**src/rtl/hjs_pkg.sv**
```systemverilog
package hjs_pkg;

	localparam int MAX_COLS       = 1024;
	localparam int MAX_ROWS       = 1024;
	localparam int TEMP_FRAC_BITS = 15;

	localparam int COL_W  = $clog2(MAX_COLS);
	localparam int ROW_W  = $clog2(MAX_ROWS);
	localparam int DIM_W  = 11;
	localparam int TEMP_W = 16;
	localparam int CFG_W  = 16;
	localparam int IDX_W  = 2;

	// Q1.15 constants: 1.0 and 0.2 (rounded)
	localparam int TEMP_ONE     = 1 << TEMP_FRAC_BITS;
	localparam int BOUNDARY_RST = (2 * TEMP_ONE + 5) / 10;
	localparam int DIM_RST      = 800;

	localparam logic [IDX_W-1:0] REG_NUM_ROWS      = 2'd0;
	localparam logic [IDX_W-1:0] REG_NUM_COLS      = 2'd1;
	localparam logic [IDX_W-1:0] REG_BOUNDARY_TEMP = 2'd2;
	localparam logic [IDX_W-1:0] REG_FIRE_TEMP     = 2'd3;

	typedef struct packed {
		logic [DIM_W-1:0]  num_rows;
		logic [DIM_W-1:0]  num_cols;
		logic [TEMP_W-1:0] boundary_temp;
		logic [TEMP_W-1:0] fire_temp;
	} cfg_t;

	typedef struct packed {
		logic              rd_en;
		logic [COL_W-1:0]  rd_next_addr;
		logic [COL_W-1:0]  rd_cur_addr;
		logic              wr_en;
		logic [COL_W-1:0]  wr_addr;
		logic [TEMP_W:0]   wr_prev_data;
		logic [TEMP_W-1:0] wr_older_data;
	} ls_req_t;

	typedef struct packed {
		logic [TEMP_W-1:0] temp;
		logic [ROW_W-1:0]  row;
		logic [COL_W-1:0]  col;
		logic              done;
	} res_t;

endpackage

```
**src/rtl/hjs_out_buf.sv**
```systemverilog
module hjs_out_buf (
	input  logic             clk,
	input  logic             arst_n,
	input  logic             load,
	input  logic             a_valid,
	input  hjs_pkg::res_t    res_a,
	input  logic             b_valid,
	input  hjs_pkg::res_t    res_b,
	output logic             can_load,
	output logic             out_valid,
	input  logic             out_stall,
	output hjs_pkg::res_t    res_out
);
	import hjs_pkg::*;

	logic out_v_q;
	logic pend_q;
	res_t out_q;
	res_t pend_res_q;
	logic out_go;

	assign out_go   = out_v_q && !out_stall;
	assign can_load = !out_v_q || (out_go && !pend_q);

	always_ff @(posedge clk or negedge arst_n) begin
		if (!arst_n) begin
			out_v_q <= 1'b0;
			pend_q  <= 1'b0;
		end else if (load) begin
			out_v_q <= 1'b1;
			pend_q  <= a_valid && b_valid;
		end else if (out_go) begin
			if (pend_q) begin
				pend_q <= 1'b0;
			end else begin
				out_v_q <= 1'b0;
			end
		end
	end

	always_ff @(posedge clk) begin
		if (load) begin
			out_q      <= a_valid ? res_a : res_b;
			pend_res_q <= res_b;
		end else if (out_go && pend_q) begin
			out_q <= pend_res_q;
		end
	end

	assign out_valid = out_v_q;
	assign res_out   = out_q;

endmodule

```
**config.mk**
```make
export PLATFORM = sky130hd
export DESIGN_NAME = hjs_out_buf
export DESIGN_NICKNAME = d
export VERILOG_FILES = /design/src/rtl/hjs_pkg.sv /design/src/rtl/hjs_out_buf.sv
export SDC_FILE = /design/constraint.sdc
export NUM_CORES = 1
export LEC_CHECK = 0
export BUFFER_PORTS_ARGS = -buffer_cell sky130_fd_sc_hd__buf_2
export CAP_MARGIN = 20
export CORE_MARGIN = 2
export CORE_UTILIZATION = 40
export DETAILED_ROUTE_END_ITERATION = 10
export PLACE_DENSITY = 0.78
export SYNTH_ARGS = -nofsm -noshare
export SYNTH_HDL_FRONTEND = slang
export SYNTH_SLANG_ARGS = --single-unit
```
**constraint.sdc**
```tcl
create_clock -name clk -period 1.8 [get_ports clk]
set_clock_uncertainty 0.1 [all_clocks]
set_input_delay 0.09 -clock clk [delete_from_list [all_inputs] [get_ports clk]]
set_output_delay 0.09 -clock clk [all_outputs]
set_load 0.005 [all_outputs]
```
==> metrics.yaml <==
yosys:
  synth.distinct_cells: 15
  synth_warnings: 0
  yosysTopAreaCellShare_pct: 71.5
  synth_top_cell_by_area: "edfxtp_1"
  postSynthCellCount: 207
  synthArstFlopShare_pct: 2.63
  synth_commonest_cells: "edfxtp_1 (74), a21oi_1 (37), mux2i_1 (37), nor2_1 (37), buf_2 (7)"
  synth_ff_type: "edfxtp_1"
  synth_edf_count: 74
  yosys.cell_count.top_type: "edfxtp_1"
  synth_area_um2: 3110
  ys_seq_elements: 76
  synth_area_leaders: "edfxtp_1 (71%), mux2i_1 (12%), a21oi_1 (6.0%)"
  syn-num-nets: 287
  avgSynthCellArea_um2: 15.0
  yosysSeqAreaShare_pct: 73.1
timing:
  period_needed_ns: 1.40
  finalSetupViolCount: 0
  drv_slew: 0
  worstMarginPinSlew_ns: 0.289
  setup_ws_ns: 0.399
  max_slew_margin_pct: 80.8
  setup_tns_ns: 0
  fmax_ghz: 0.714
  hold_viol: 0
  min_period_over_period_pct: 77.8
  rsz0062_at_grt: "no"
route:
  drc: 0
  vias: 2136
  wl_per_cell_um: 13.1
  drt_wl_total_um: 6260
  drtIter0Drc: 40
  dr.pass1.iters: 4
  drt-vias-per-instance: 4.49
  final_antenna_net_count: 0
clock_network:
  post_cts_buffers: 0
  cts-buffers-inserted: 9
  cts.sinks: 76
  insertion_delay_ns: 0.33
  cts-htree-levels: 3
  clk_pin_slew_worst_paths_ns: 0.08
  cts.path.max_buffers: 2
  ctsResizeCount: 0
  cts_tree: "built"
  cts-root-buf: "clkbuf_8"
final_layout:
  area_growth_pct: 42.3
  fin_nets: 449
  fin_area_um2: 4420
  diodes: 0
  drive_gt1_share_pct: 36.9
placed_design:
  placed_cell_area_um2: 3800
  portBuffers: 118
  gp_congestion: 0.790
  pre_cts_ws_ns: 0.449
worst_setup_path:
  cp-end-kind: "flip-flop"
  worstSetupStartpointType: "input port"
  worst_r2r_path_depth: 3
  critical_path_peak_fanout: 37
  r2r_end: "res_out[22]"
  cp.arrival_ns: 1.32
  crit_chain: "dlygate4sd3_1, buf_2, nor2b_1, a21o_2, buf_12"
  r2r-start: "out_valid"
  critPathRequiredTime_ns: 1.72
  slowest_delay_ns: 0.54
  rrSetupSlack_ns: 0.43
  cpMaxStageDelayCell: "dlygate4sd3_1"
  crit_type: "in2reg"
grt:
  antenna_found_initial: 0
  grt_max_degree: 55
  grt_util_all_layers_pct: 15.6
  grt_pass1_wl_um: 10100
  grt_pass1_vias: 2197
  overflow: 0
power:
  ir_worst_vdd_v: 0.000476
  powerDensity_nw_per_um2: 903
  p_leak_nw: 1.87
  power_mw: 3.99
min_path:
  hold_end: "res_out[25]"
  min_path_type: "in2reg"
  min_from: "res_a[25]"
  hold_depth: 3
die:
  die_x_um: 92.2
  die-area_um2: 8490
  start_util_pct: 40.7
  coreArea_um2: 7650
  row_count: 32
  ioPinCount: 119
  die_h_um: 92.2
outcome:
  outcome: "completed"
job:
  cap_violations: 0
layout make-up:
class                           instances  area, um2
Fill cell                             625       3220
Sequential cell                        76       2270
Timing Repair Buffer                  164       1080
Multi-Input combinational cell        118        737
Clock buffer                           11        131
Tap cell                              102        128
Clock inverter                          5       77.6
kinds of logic after synthesis:
kind of cell | after synthesis | share of synthesized area [%]
AND/OR/NAND/NOR | 41 | 5.23
multiplexers | 37 | 11.9
AO/OA/AOI/OAI | 40 | 6.52
flip-flops | 76 | 73.1
buffers and inverters | 13 | 3.26
flip-flops by register name (all words and copies together), names as in the netlist:
name / cells
out_valid: 1
res_out: 37
pend_q: 1
pend_res_q: 37
power by group:
group          leakage [nW]  switching, mW  internal (mW)  total, mW
clock network         0.103          0.582          0.777       1.36
logic                  1.03          0.223          0.259      0.482
registers             0.744         0.0384           2.11       2.15
through the flow:
step,utilization (%),cells,hold slack (ns)
after floorplan,-,207,-0.306
after global placement,49.8,419,-0.225
after detailed placement,49.8,419,-0.220
after CTS,57.9,476,0.00798
after global routing,57.9,476,0.0160
final,57.9,476,0.0305
worst max-delay path, delay by kind of cell:
kind	cells	cell delay, ns
simple gates	1	0.15
buf+inv	3	0.89
compound gates	1	0.17
worst max-delay path by stage:
| stage | from | to | slack, ns |
|---|---|---|---|
| after floorplan | out_valid | res_out[0] | 0.27 |
| after global placement | out_valid | res_out[14] | 0.49 |
| after detailed placement | out_valid | res_out[20] | 0.45 |
| after CTS | out_stall | res_out[22] | 0.42 |
| after global routing | out_stall | res_out[22] | 0.36 |
| final | out_stall | res_out[22] | 0.40 |
what timing repair did:
action,in CTS,in global routing
hold buffers,41,0
endpoints found under the hold margin,41,0
endpoints found under the setup margin,0,0
cell usage in the layout, fill, tap and decap left out:
cell type,netlist,final
buf_2,7,117
edfxtp_1,74,74
dlygate4sd3_1,0,41
mux2i_1,37,37
nor2_1,37,37
a21oi_1,37,37
clkbuf_8,0,9
buf_4,1,3
buf_12,2,3
o21ai_1,2,2
nand2b_1,2,2
clkinv_2,0,2
bufinv_16,0,2
clkbuf_1,2,2
dfrtp_1,2,2
nor2b_1,1,1
a21o_2,0,1
nand3_1,1,1
clkinvlp_4,0,1
layer usage:
metal  share of wire, %  GRT usage, %  up-vias
met3                4.7          3.20       10
met4                1.6          7.46        0
met2                 54          28.2       75
met5                  0             0        -
met1                 40          17.4      957
li1                   -             -     1094
Power figures use the tool's default switching activity.
