$ cat src/rtl/hjs_pkg.sv
package hjs_pkg;

	localparam int MAX_COLS       = 1024;
	localparam int MAX_ROWS       = 1024;
	localparam int TEMP_FRAC_BITS = 15;

	localparam int COL_W  = $clog2(MAX_COLS);
	localparam int ROW_W  = $clog2(MAX_ROWS);
	localparam int DIM_W  = 11;
	localparam int TEMP_W = 16;
	localparam int CFG_W  = 16;
	localparam int IDX_W  = 2;

	// Q1.15 constants: 1.0 and 0.2 (rounded)
	localparam int TEMP_ONE     = 1 << TEMP_FRAC_BITS;
	localparam int BOUNDARY_RST = (2 * TEMP_ONE + 5) / 10;
	localparam int DIM_RST      = 800;

	localparam logic [IDX_W-1:0] REG_NUM_ROWS      = 2'd0;
	localparam logic [IDX_W-1:0] REG_NUM_COLS      = 2'd1;
	localparam logic [IDX_W-1:0] REG_BOUNDARY_TEMP = 2'd2;
	localparam logic [IDX_W-1:0] REG_FIRE_TEMP     = 2'd3;

	typedef struct packed {
		logic [DIM_W-1:0]  num_rows;
		logic [DIM_W-1:0]  num_cols;
		logic [TEMP_W-1:0] boundary_temp;
		logic [TEMP_W-1:0] fire_temp;
	} cfg_t;

	typedef struct packed {
		logic              rd_en;
		logic [COL_W-1:0]  rd_next_addr;
		logic [COL_W-1:0]  rd_cur_addr;
		logic              wr_en;
		logic [COL_W-1:0]  wr_addr;
		logic [TEMP_W:0]   wr_prev_data;
		logic [TEMP_W-1:0] wr_older_data;
	} ls_req_t;

	typedef struct packed {
		logic [TEMP_W-1:0] temp;
		logic [ROW_W-1:0]  row;
		logic [COL_W-1:0]  col;
		logic              done;
	} res_t;

endpackage

$ cat src/rtl/hjs_cfg_regs.sv
module hjs_cfg_regs (
	input  logic                     clk,
	input  logic                     arst_n,
	input  logic                     cfg_we,
	input  logic [hjs_pkg::IDX_W-1:0] cfg_index,
	input  logic [hjs_pkg::CFG_W-1:0] cfg_data,
	output hjs_pkg::cfg_t            cfg
);
	import hjs_pkg::*;

	cfg_t             cfg_q;
	logic [DIM_W-1:0] raw_dim;
	logic [DIM_W-1:0] rows_sat;
	logic [DIM_W-1:0] cols_sat;

	assign raw_dim = cfg_data[DIM_W-1:0];

	// saturate geometry to the supported range
	always_comb begin
		if (raw_dim < DIM_W'(3)) begin
			rows_sat = DIM_W'(3);
			cols_sat = DIM_W'(3);
		end else begin
			rows_sat = (raw_dim > DIM_W'(MAX_ROWS)) ? DIM_W'(MAX_ROWS) : raw_dim;
			cols_sat = (raw_dim > DIM_W'(MAX_COLS)) ? DIM_W'(MAX_COLS) : raw_dim;
		end
	end

	always_ff @(posedge clk or negedge arst_n) begin
		if (!arst_n) begin
			cfg_q.num_rows      <= DIM_W'(DIM_RST);
			cfg_q.num_cols      <= DIM_W'(DIM_RST);
			cfg_q.boundary_temp <= TEMP_W'(BOUNDARY_RST);
			cfg_q.fire_temp     <= TEMP_W'(TEMP_ONE);
		end else if (cfg_we) begin
			case (cfg_index)
				REG_NUM_ROWS:      cfg_q.num_rows      <= rows_sat;
				REG_NUM_COLS:      cfg_q.num_cols      <= cols_sat;
				REG_BOUNDARY_TEMP: cfg_q.boundary_temp <= cfg_data[TEMP_W-1:0];
				REG_FIRE_TEMP:     cfg_q.fire_temp     <= cfg_data[TEMP_W-1:0];
				default: ;
			endcase
		end
	end

	assign cfg = cfg_q;

endmodule

$ cat config.mk
export PLATFORM = sky130hd
export DESIGN_NAME = hjs_cfg_regs
export DESIGN_NICKNAME = d
export VERILOG_FILES = /design/src/rtl/hjs_pkg.sv /design/src/rtl/hjs_cfg_regs.sv
export SDC_FILE = /design/constraint.sdc
export NUM_CORES = 1
export LEC_CHECK = 0
export BUFFER_PORTS_ARGS = -buffer_cell sky130_fd_sc_hd__buf_4
export CELL_PAD_IN_SITES_DETAIL_PLACEMENT = 1
export CELL_PAD_IN_SITES_GLOBAL_PLACEMENT = 1
export CORE_ASPECT_RATIO = 0.75
export CORE_MARGIN = 2
export CORE_UTILIZATION = 40
export CTS_CLUSTER_SIZE = 10
export DETAILED_ROUTE_END_ITERATION = 10
export PLACE_DENSITY_LB_ADDON = 0.1
export SKIP_LAST_GASP = 1
export SLEW_MARGIN = 20
export SYNTH_ARGS = -nofsm -noshare
export SYNTH_HDL_FRONTEND = slang
export SYNTH_SLANG_ARGS = --single-unit
export TNS_END_PERCENT = 50
$ cat constraint.sdc
create_clock -name clk -period 2.4 [get_ports clk]
set_clock_uncertainty 0.2 [all_clocks]
set_input_delay 0.72 -clock clk [delete_from_list [all_inputs] [get_ports clk]]
set_output_delay 0.72 -clock clk [all_outputs]
set_load 0.02 [all_outputs]
==> impl_metrics.py, run 1 <==
metrics = {
    "worst_setup_path": {
        "crit_slowest_cell": "dfstp_2",
        "cp-start-kind": "flop",
        "arrival_ps": 1000,
        "path_max_fanout": 2,
        "end_kind": "primary output",
        "cp_top_family": "flip-flops",
        "critPathRequiredTime_ps": 1480,
        "crit_chain": "buf_4",
        "crit_type": "flop to primary output",
        "r2r_setup_slack_ps": 1410,
        "critPathBufInv": 1,
        "max_stage_delay_ps": 550,
    },
    "synth": {
        "ys_seq_area_share_pct": 65.08,
        "synthArstFlopShare_pct": 100.0,
        "synthDistinctLibCells": 17,
        "synth_largest_area_cell": "dfrtp_1",
        "synth_nets": 172,
        "ys_top_cells_by_area": "dfrtp_1 48%, mux2_2 18%, dfstp_2 17%",
        "synth_edf_count": 0,
        "synth_area_per_cell_um2": 13.93,
        "ys.warnings.count": 0,
        "synth_cells": 151,
        "netlist_top_cells_count": "40 x dfrtp_1, 34 x mux2_2, 20 x nand2_1",
        "synth-seq-cells": 54,
        "yosysMostFrequentCell": "dfrtp_1",
        "synth_top_cell_area_share_pct": 47.59,
        "netlist_area_um2": 2103,
        "synth_ff_type": "dfrtp_1",
    },
    "timing": {
        "worstMarginPinSlew_ps": 686.0,
        "setup-tns-final_ps": 0,
        "final-max-slew-violation-count": 0,
        "period_share_pct": 79.79,
        "relSlewSlack_pct": 54.27,
        "hold_viol": 0,
        "rsz0062_at_grt": "false",
        "timing.fmax_mhz": 522.2,
        "setup_viol": 0,
        "fin_crit_ps": 1915,
    },
    "routing": {
        "drtAntennaViolNets": 0,
        "wl_per_cell_um": 15.91,
        "drcViolationCount": 0,
        "via_count": 1420,
        "first_iter_violations": 26,
        "drt_wl_total_mm": 4.758,
        "first_pass_iters": 2,
        "viasPerCell": 4.749,
    },
    "cts": {
        "clk_path_buf_depth": 2,
        "cts-resized-gates": 0,
        "cts.sinks": 54,
        "cts.reportedPaths.clkPinSlew_ps": 100,
        "cts_buffers": 5,
        "tritoncts": "built",
        "cts-root-buf": "clkbuf_8",
        "clock_latency_ps": 300,
        "htree_levels": 2,
        "cts_hold_buf": 0,
        "post_cts_buffers": 0,
    },
    "layout": {
        "drive_above_1_share_pct": 59.47,
        "diodes": 0,
        "nNetsFinal": 247,
        "multi_input_area_um2": 690.7,
        "largest_reg_flops": 54,
        "postLayoutCoreUtil_pct": 56.35,
        "regArea_um2": 1369,
        "fillers": 524,
        "syn_to_final_growth_pct": 33.49,
    },
    "power": {
        "ir_worst_vdd_mv": 0.4397,
        "cellLeakagePower_uw": 0.001307,
        "power.density_nw_per_um2": 847.8,
        "power.total_uw": 2380,
    },
    "global_route": {
        "antenna_found_initial": 0,
        "grt_overflow_total": 0,
        "grt_start_max_net_pins": 55,
        "grt_pass1_vias": 1572,
        "grt_pass1_wl_mm": 7.769,
        "grtUsageTotal_pct": 17.73,
    },
    "floorplanning": {
        "die_area_um2": 5860,
        "die_h_um": 66.80,
        "initial_core_util_pct": 42.21,
        "rows": 22,
        "die_w_um": 87.73,
        "core_um2": 4982,
        "ios": 75,
    },
    "placement": {
        "io_buffers": 74,
        "gp_congestion": 0.7337,
        "dp_hpwl_mm": 3.484,
    },
    "run": {
        "drv_cap": 0,
    },
    "outcome": {
        "run_status": "finished, final reports clean",
    },
    "min_path": {
        "holdCritPathClass": "primary input to asynchronous set/reset pin",
    },
}
==> metal layers <==
| metal | vias to the layer above | global-route usage (%) | routed length [um] |
|---|---|---|---|
| li1 | 666 | - | - |
| met1 | 707 | 22.21 | 2075 |
| met2 | 42 | 29.64 | 2340 |
| met3 | 5 | 5.452 | 302 |
| met4 | 0 | 5.192 | 40 |
| met5 | - | 0 | 0 |
==> worst paths after layout <==
kind | from | end | cells past startpoint
max in group asynchronous | arst_n | cfg[38]$_DFFE_PN0P_ | 1
min in group clk | cfg[46]$_DFFE_PN0P_ | cfg[46]$_DFFE_PN0P_ | 2
worst max register to register | cfg[9]$_DFFE_PN0P_ | cfg[9]$_DFFE_PN0P_ | 1
worst min-delay path | arst_n | cfg[10]$_DFFE_PN0P_ | 1
worst max-delay path | cfg[40]$_DFFE_PN1P_ | cfg[40] | 1
worst min register to register | cfg[46]$_DFFE_PN0P_ | cfg[46]$_DFFE_PN0P_ | 2
==> where the power goes <==
part / internal (uW) / switching [uW] / total [uW]
clock network: 239 / 294 / 533
registers: 1090 / 81.7 / 1170
logic: 316 / 361 / 677
total: 1640 / 737 / 2380
==> cell type report <==
cell class	count	area share [%]
timing repair buffer	75	20.05
multi-input combinational	90	24.60
tap	72	3.209
sequential	54	48.75
clock buffer	7	3.075
clock inverter	1	0.3119
==> through the flow <==
step | cells | area (um2) | setup slack (ps) | hold WS, ps
2_1_floorplan | 151 | 2103 | 648.9 | 224.4
5_1_grt | 299 | 2808 | 446.6 | 283.0
3_5_place_dp | 291 | 2713 | 347.9 | 271.3
4_1_cts | 299 | 2808 | 468.1 | 274.0
3_3_place_gp | 291 | 2713 | 362.4 | 269.5
6_report | 299 | 2808 | 484.9 | 252.5
==> cells in the final DEF, fill, tap and decap left out <==
cell | Yosys | final
buf_4 | 0 | 75
nand2_1 | 20 | 20
or3b_4 | 1 | 1
dfstp_2 | 14 | 14
clkbuf_8 | 0 | 6
dfrtp_1 | 40 | 40
nand2b_1 | 8 | 8
o31ai_1 | 2 | 2
mux2_2 | 34 | 34
nor4_1 | 2 | 2
o21ai_0 | 16 | 16
o31ai_2 | 2 | 2
nand3b_1 | 1 | 1
clkbuf_1 | 3 | 1
inv_6 | 0 | 1
nand3_2 | 1 | 1
nand3b_2 | 1 | 1
a21oi_1 | 2 | 2
==> logic make-up (layout without fill, tap and decap cells) <==
kind of cell,after synthesis,in the layout,synth area share (%)
buffers and inverters,7,83,2.082
and+or+nand+nor,34,34,8.447
AOI/OAI and AO/OA,22,22,6.187
muxes,34,34,18.20
DFF,54,54,65.08
Note: power is estimated with default switching activity, not from simulation.
==> run 2: changes to the inputs <==
--- a/config.mk
+++ b/config.mk
@@ -5,12 +5,13 @@
 export SDC_FILE = /design/constraint.sdc
 export NUM_CORES = 1
 export LEC_CHECK = 0
+export ABC_AREA = 1
 export BUFFER_PORTS_ARGS = -buffer_cell sky130_fd_sc_hd__buf_4
 export CELL_PAD_IN_SITES_DETAIL_PLACEMENT = 1
 export CELL_PAD_IN_SITES_GLOBAL_PLACEMENT = 1
 export CORE_ASPECT_RATIO = 0.75
 export CORE_MARGIN = 2
-export CORE_UTILIZATION = 40
+export CORE_UTILIZATION = 36
 export CTS_CLUSTER_SIZE = 10
 export DETAILED_ROUTE_END_ITERATION = 10
 export PLACE_DENSITY_LB_ADDON = 0.1
==> constraint.sdc (replaced) <==
create_clock -name clk -period 1.9 [get_ports clk]
set_clock_uncertainty 0.2 [all_clocks]
set_input_delay 0.57 -clock clk [delete_from_list [all_inputs] [get_ports clk]]
set_output_delay 0.57 -clock clk [all_outputs]
set_load 0.02 [all_outputs]
==> impl_metrics.py, run 2 <==
metrics = {
    "placement": {
        "io_buffers": 74,
        "dp_hpwl_mm": 4.128,
        "pre_cts_ws_ps": 121.4,
        "gp_congestion": 0.7244,
    },
    "layout": {
        "nNetsFinal": 335,
        "final_cell_mix": "88 x nand2_1, 78 x buf_4, 40 x dfrtp_1",
        "regArea_um2": 1369,
        "layout_commonest_cell": "nand2_1",
        "largest_reg_flops": 54,
        "diodes": 0,
        "drive_above_1_share_pct": 33.02,
        "syn_to_final_growth_pct": 36.93,
        "fillers": 696,
        "postLayoutCoreUtil_pct": 50.91,
        "multi_input_area_um2": 655.6,
    },
    "cts": {
        "clk_path_buf_depth": 2,
        "cts.reportedPaths.clkPinSlew_ps": 100,
        "post_cts_buffers": 0,
        "cts.sinks": 54,
        "tritoncts": "built",
        "clock_latency_ps": 310,
        "cts_buffers": 5,
        "htree_levels": 2,
        "cts-root-buf": "clkbuf_8",
    },
    "routing": {
        "drt_wl_total_mm": 5.653,
        "via_count": 1816,
        "drtAntennaViolNets": 0,
        "viasPerCell": 4.621,
        "first_iter_violations": 64,
        "first_pass_iters": 4,
        "drcViolationCount": 0,
        "wl_per_cell_um": 14.38,
    },
    "timing": {
        "fin_crit_ps": 1780,
        "relSlewSlack_pct": 72.74,
        "setup-tns-final_ps": 0,
        "period_share_pct": 93.69,
        "worstMarginPinSlew_ps": 408.5,
        "final-max-slew-violation-count": 0,
        "setup_viol": 0,
        "rsz0062_at_grt": "false",
        "timing.fmax_mhz": 561.8,
        "hold_viol": 0,
        "postLayoutSetupSlackWorst_ps": 119.9,
    },
    "worst_setup_path": {
        "r2r_setup_slack_ps": 930,
        "cp-start-kind": "flop",
        "path_max_fanout": 2,
        "arrival_ps": 1010,
        "crit_chain": "buf_4",
        "crit_type": "flop to primary output",
        "max_stage_delay_ps": 560,
        "cp_top_family": "flip-flops",
        "critPathRequiredTime_ps": 1130,
        "crit_slowest_cell": "dfstp_2",
        "critPathBufInv": 1,
        "end_kind": "primary output",
    },
    "power": {
        "p_sw_uw": 945.6,
        "power.density_nw_per_um2": 1022,
        "p_comb_share_pct": 25.9,
        "cellLeakagePower_uw": 0.001566,
        "switching_share_pct": 31.36,
        "ir_worst_vdd_mv": 0.3726,
        "intPower_uw": 2070,
        "power_frac_seq_pct": 48.0,
        "pwr-share-clk_pct": 26.1,
    },
    "synth": {
        "synth_xor_area_share_pct": 0,
        "netlist_top_cells_count": "88 x nand2_1, 40 x dfrtp_1, 35 x o21ai_0",
        "ys_top_cells_by_area": "dfrtp_1 46%, dfstp_2 17%, nand2_1 15%",
        "synth_ff_type": "dfrtp_1",
        "synth_cells": 236,
        "synth_edf_count": 0,
        "synthArstFlopShare_pct": 100.0,
        "synth_top_family_by_area": "simple AND/OR/NAND/NOR gates",
        "synth_compound_area_share_pct": 9.001,
        "ys.warnings.count": 0,
        "synth-seq-cells": 54,
        "synthAdderAreaFrac_pct": 0,
        "yosysMostFrequentCell": "nand2_1",
        "ys_seq_area_share_pct": 63.53,
        "synth_nets": 257,
        "synth_top_cell_area_share_pct": 46.46,
        "yosys.area_share.simple_pct": 21.43,
        "synthMuxAreaShare_pct": 0,
        "netlist_area_um2": 2155,
        "synthDistinctLibCells": 15,
        "synth_largest_area_cell": "dfrtp_1",
        "synth_area_per_cell_um2": 9.130,
    },
    "floorplanning": {
        "die_area_um2": 6626,
        "rows": 24,
        "ios": 75,
        "core_um2": 5796,
        "initial_core_util_pct": 37.18,
        "die_w_um": 93.33,
        "die_h_um": 71,
    },
    "outcome": {
        "run_status": "finished, final reports clean",
    },
    "global_route": {
        "grtUsageTotal_pct": 18.74,
        "grt_pass1_wl_mm": 9.646,
        "grt_pass1_vias": 1964,
        "antenna_found_initial": 0,
        "grt_start_max_net_pins": 38,
        "grt_overflow_total": 0,
    },
    "min_path": {
        "holdCritPathClass": "flop to flop",
    },
    "run": {
        "drv_cap": 0,
    },
}
run 2: what timing repair did:
action                    4_1_cts  5_1_grt
hold buffers                    1        0
hold endpoints to repair       12        0
gates resized for setup         0        0
run 2: power groups by stage:
stage | Sequential, uW | Clock (uW) | Combinational [uW]
after floorplan | 1670 | 0 | 171
after global placement | 1470 | 0 | 775
after detailed placement | 1470 | 0 | 791
after CTS | 1450 | 814 | 796
after global routing | 1470 | 848 | 850
final | 1450 | 786 | 781
run 2: stage by stage:
step | area [um2] | hold WS, ps | instances | power (uW)
after global placement | 2826 | 257.2 | 384 | 2243
final | 2950 | 275.2 | 393 | 3015
after global routing | 2950 | 298.5 | 393 | 3171
after detailed placement | 2826 | 259.5 | 384 | 2260
after CTS | 2950 | 276.6 | 393 | 3061
after floorplan | 2155 | 74.41 | 236 | 1845
run 2: final cells by class:
cell class | instances | share of cell area [%]
Sequential cell | 54 | 46.40
Multi-Input combinational cell | 151 | 22.22
Timing Repair Buffer | 81 | 21.54
Tap cell | 78 | 3.308
Inverter | 21 | 2.672
Clock buffer | 5 | 2.332
Clock inverter | 3 | 1.527
run 2: path summary, 6_finish.rpt:
kind	startpoint	to	depth (start not counted)
max	cfg[52]$_DFFE_PN1P_	cfg[52]	1
max reg2reg	cfg[24]$_DFFE_PN1P_	cfg[24]$_DFFE_PN1P_	2
min reg2reg	cfg[41]$_DFFE_PN1P_	cfg[41]$_DFFE_PN1P_	2
min	cfg[41]$_DFFE_PN1P_	cfg[41]$_DFFE_PN1P_	2
min in group asynchronous	arst_n	cfg[42]$_DFFE_PN0P_	2
max in group asynchronous	arst_n	cfg[27]$_DFFE_PN1P_	3
run 2: logic make-up (layout without fill, tap and decap cells):
| family | Yosys count | in the layout |
|---|---|---|
| AO/OA/AOI/OAI | 36 | 36 |
| flip-flops | 54 | 54 |
| buffers and inverters | 31 | 110 |
| AND/OR/NAND/NOR | 115 | 115 |
run 2: metal layers:
metal  share of wire, %  track usage (%)
met5                  0                0
met2                 43            27.58
met4                1.8            6.863
met1                 50            26.91
met3                5.7            4.792
==> run 3: changes to the inputs <==
--- a/config.mk
+++ b/config.mk
@@ -14,9 +14,9 @@
 export CORE_UTILIZATION = 36
 export CTS_CLUSTER_SIZE = 10
 export DETAILED_ROUTE_END_ITERATION = 10
+export MAX_ROUTING_LAYER = met4
 export PLACE_DENSITY_LB_ADDON = 0.1
 export SKIP_LAST_GASP = 1
-export SLEW_MARGIN = 20
 export SYNTH_ARGS = -nofsm -noshare
 export SYNTH_HDL_FRONTEND = slang
 export SYNTH_SLANG_ARGS = --single-unit
==> impl_metrics.py, run 3 (synthesized netlist as in run 2, its figures left out) <==
metrics = {
    "outcome": {
        "run_status": "finished, final reports clean",
    },
    "global_route": {
        "grt_overflow_total": 0,
        "grt_pass1_wl_mm": 9.618,
        "grt_pass1_vias": 1967,
        "antenna_found_initial": 0,
        "grt_start_max_net_pins": 38,
        "grtUsageTotal_pct": 19.30,
    },
    "floorplanning": {
        "ios": 75,
        "die_w_um": 93.33,
        "die_area_um2": 6626,
        "core_um2": 5796,
        "rows": 24,
        "die_h_um": 71,
        "initial_core_util_pct": 37.18,
    },
    "cts": {
        "post_cts_buffers": 0,
        "tritoncts": "built",
        "htree_levels": 2,
        "cts_buffers": 5,
        "clk_path_buf_depth": 2,
        "clock_latency_ps": 300,
        "cts.reportedPaths.clkPinSlew_ps": 110,
        "cts-root-buf": "clkbuf_8",
        "cts.sinks": 54,
    },
    "timing": {
        "period_share_pct": 94.12,
        "fin_crit_ps": 1788,
        "setup_viol": 0,
        "rsz0062_at_grt": "false",
        "final-max-slew-violation-count": 0,
        "relSlewSlack_pct": 72.64,
        "timing.fmax_mhz": 559.2,
        "worstMarginPinSlew_ps": 409.9,
        "setup-tns-final_ps": 0,
        "hold_viol": 0,
    },
    "layout": {
        "fillers": 696,
        "diodes": 0,
        "final_cell_mix": "88 x nand2_1, 78 x buf_4, 40 x dfrtp_1",
        "syn_to_final_growth_pct": 36.93,
        "nNetsFinal": 335,
        "final-instance-count-excl-fill": 393,
        "drive_above_1_share_pct": 33.02,
        "layout_commonest_cell": "nand2_1",
        "largest_reg_flops": 54,
    },
    "worst_setup_path": {
        "end_kind": "primary output",
        "arrival_ps": 1020,
        "path_max_fanout": 2,
        "cp-start-kind": "flop",
        "cp_top_family": "flip-flops",
        "r2r_setup_slack_ps": 920,
        "r2r-end": "cfg[24]$_DFFE_PN1P_",
        "crit_chain": "buf_4",
        "crit_type": "flop to primary output",
        "reg2reg_depth": 2,
        "max_stage_delay_ps": 560,
        "crit_slowest_cell": "dfstp_2",
        "critPathCapture": "cfg[24]",
        "r2r-start": "cfg[24]$_DFFE_PN1P_",
        "critPathBufInv": 1,
        "cp-startpoint": "cfg[24]$_DFFE_PN1P_",
        "cp.depth": 1,
        "critPathRequiredTime_ps": 1130,
    },
    "power": {
        "ir_worst_vdd_mv": 0.3720,
        "cellLeakagePower_uw": 0.001566,
        "power.density_nw_per_um2": 1023,
    },
    "routing": {
        "drcViolationCount": 0,
        "wl_per_cell_um": 14.42,
        "first_iter_violations": 45,
        "via_count": 1828,
        "drtAntennaViolNets": 0,
        "viasPerCell": 4.651,
        "drt_wl_total_mm": 5.668,
        "first_pass_iters": 4,
    },
    "placement": {
        "dp.cells": 384,
        "gp_congestion": 0.7330,
        "io_buffers": 74,
        "dp_hpwl_mm": 4.128,
    },
    "run": {
        "drv_cap": 0,
    },
    "min_path": {
        "holdCritPathClass": "flop to flop",
    },
}
[run 3: cell counts in the layout (fill, tap and decap cells not counted)]
No cell type changed its count.
[run 3: final cells by class]
| type | instances | area, um2 | area share (%) |
|---|---|---|---|
| clock buffers | 5 | 68.82 | 2.332 |
| clock inverters | 3 | 45.04 | 1.527 |
| inverters | 21 | 78.83 | 2.672 |
| multi-input cells | 151 | 655.6 | 22.22 |
| flip-flops and latches | 54 | 1369 | 46.40 |
| well taps | 78 | 97.59 | 3.308 |
| repair buffers | 81 | 635.6 | 21.54 |
[run 3: timing repair]
action / CTS / global route
setup endpoints to repair: 0 / 0
hold endpoints to repair: 12 / 0
gates resized for setup: 0 / 0
hold buffers: 1 / 0
[run 3: worst min path at each step]
stage                              from             endpoint  slack, ps  cells after the start
floorplan                        arst_n   cfg[0]$_DFFE_PN0P_         70                      0
global placement    cfg[41]$_DFFE_PN1P_  cfg[41]$_DFFE_PN1P_        260                      2
detailed placement               arst_n  cfg[31]$_DFFE_PN0P_        260                      1
CTS                 cfg[41]$_DFFE_PN1P_  cfg[41]$_DFFE_PN1P_        280                      2
global route                cfg_data[9]  cfg[41]$_DFFE_PN1P_        300                      3
finish              cfg[41]$_DFFE_PN1P_  cfg[41]$_DFFE_PN1P_        280                      2
[run 3: routing by layer]
layer / vias up / wire length [um] / global-route usage, %
li1: 888 / - / -
met1: 883 / 2853 / 26.98
met2: 48 / 2438 / 27.74
met3: 9 / 281 / 4.366
met4: 0 / 95 / 6.863
met5: - / 0 / -
[run 3: power breakdown]
part	switching [uW]	leakage [uW]	internal, uW
Combinational	454	0.000861	328
Clock	396	0.0000504	392
Sequential	98.9	0.000655	1350
Total	949	0.00157	2070
[run 3: stage by stage]
stage | area, um2 | util, % | hold slack, ps | worst slack (ps) | total power, uW
floorplan | 2155 | - | 74.41 | 414.6 | 1845
global placement | 2826 | 48.77 | 257.2 | 88.98 | 2243
detailed placement | 2826 | 48.77 | 259.5 | 121.4 | 2260
CTS | 2950 | 50.91 | 276.6 | 107.5 | 3061
global route | 2950 | 50.91 | 298.9 | 91.92 | 3168
finish | 2950 | 50.91 | 275.2 | 111.7 | 3019
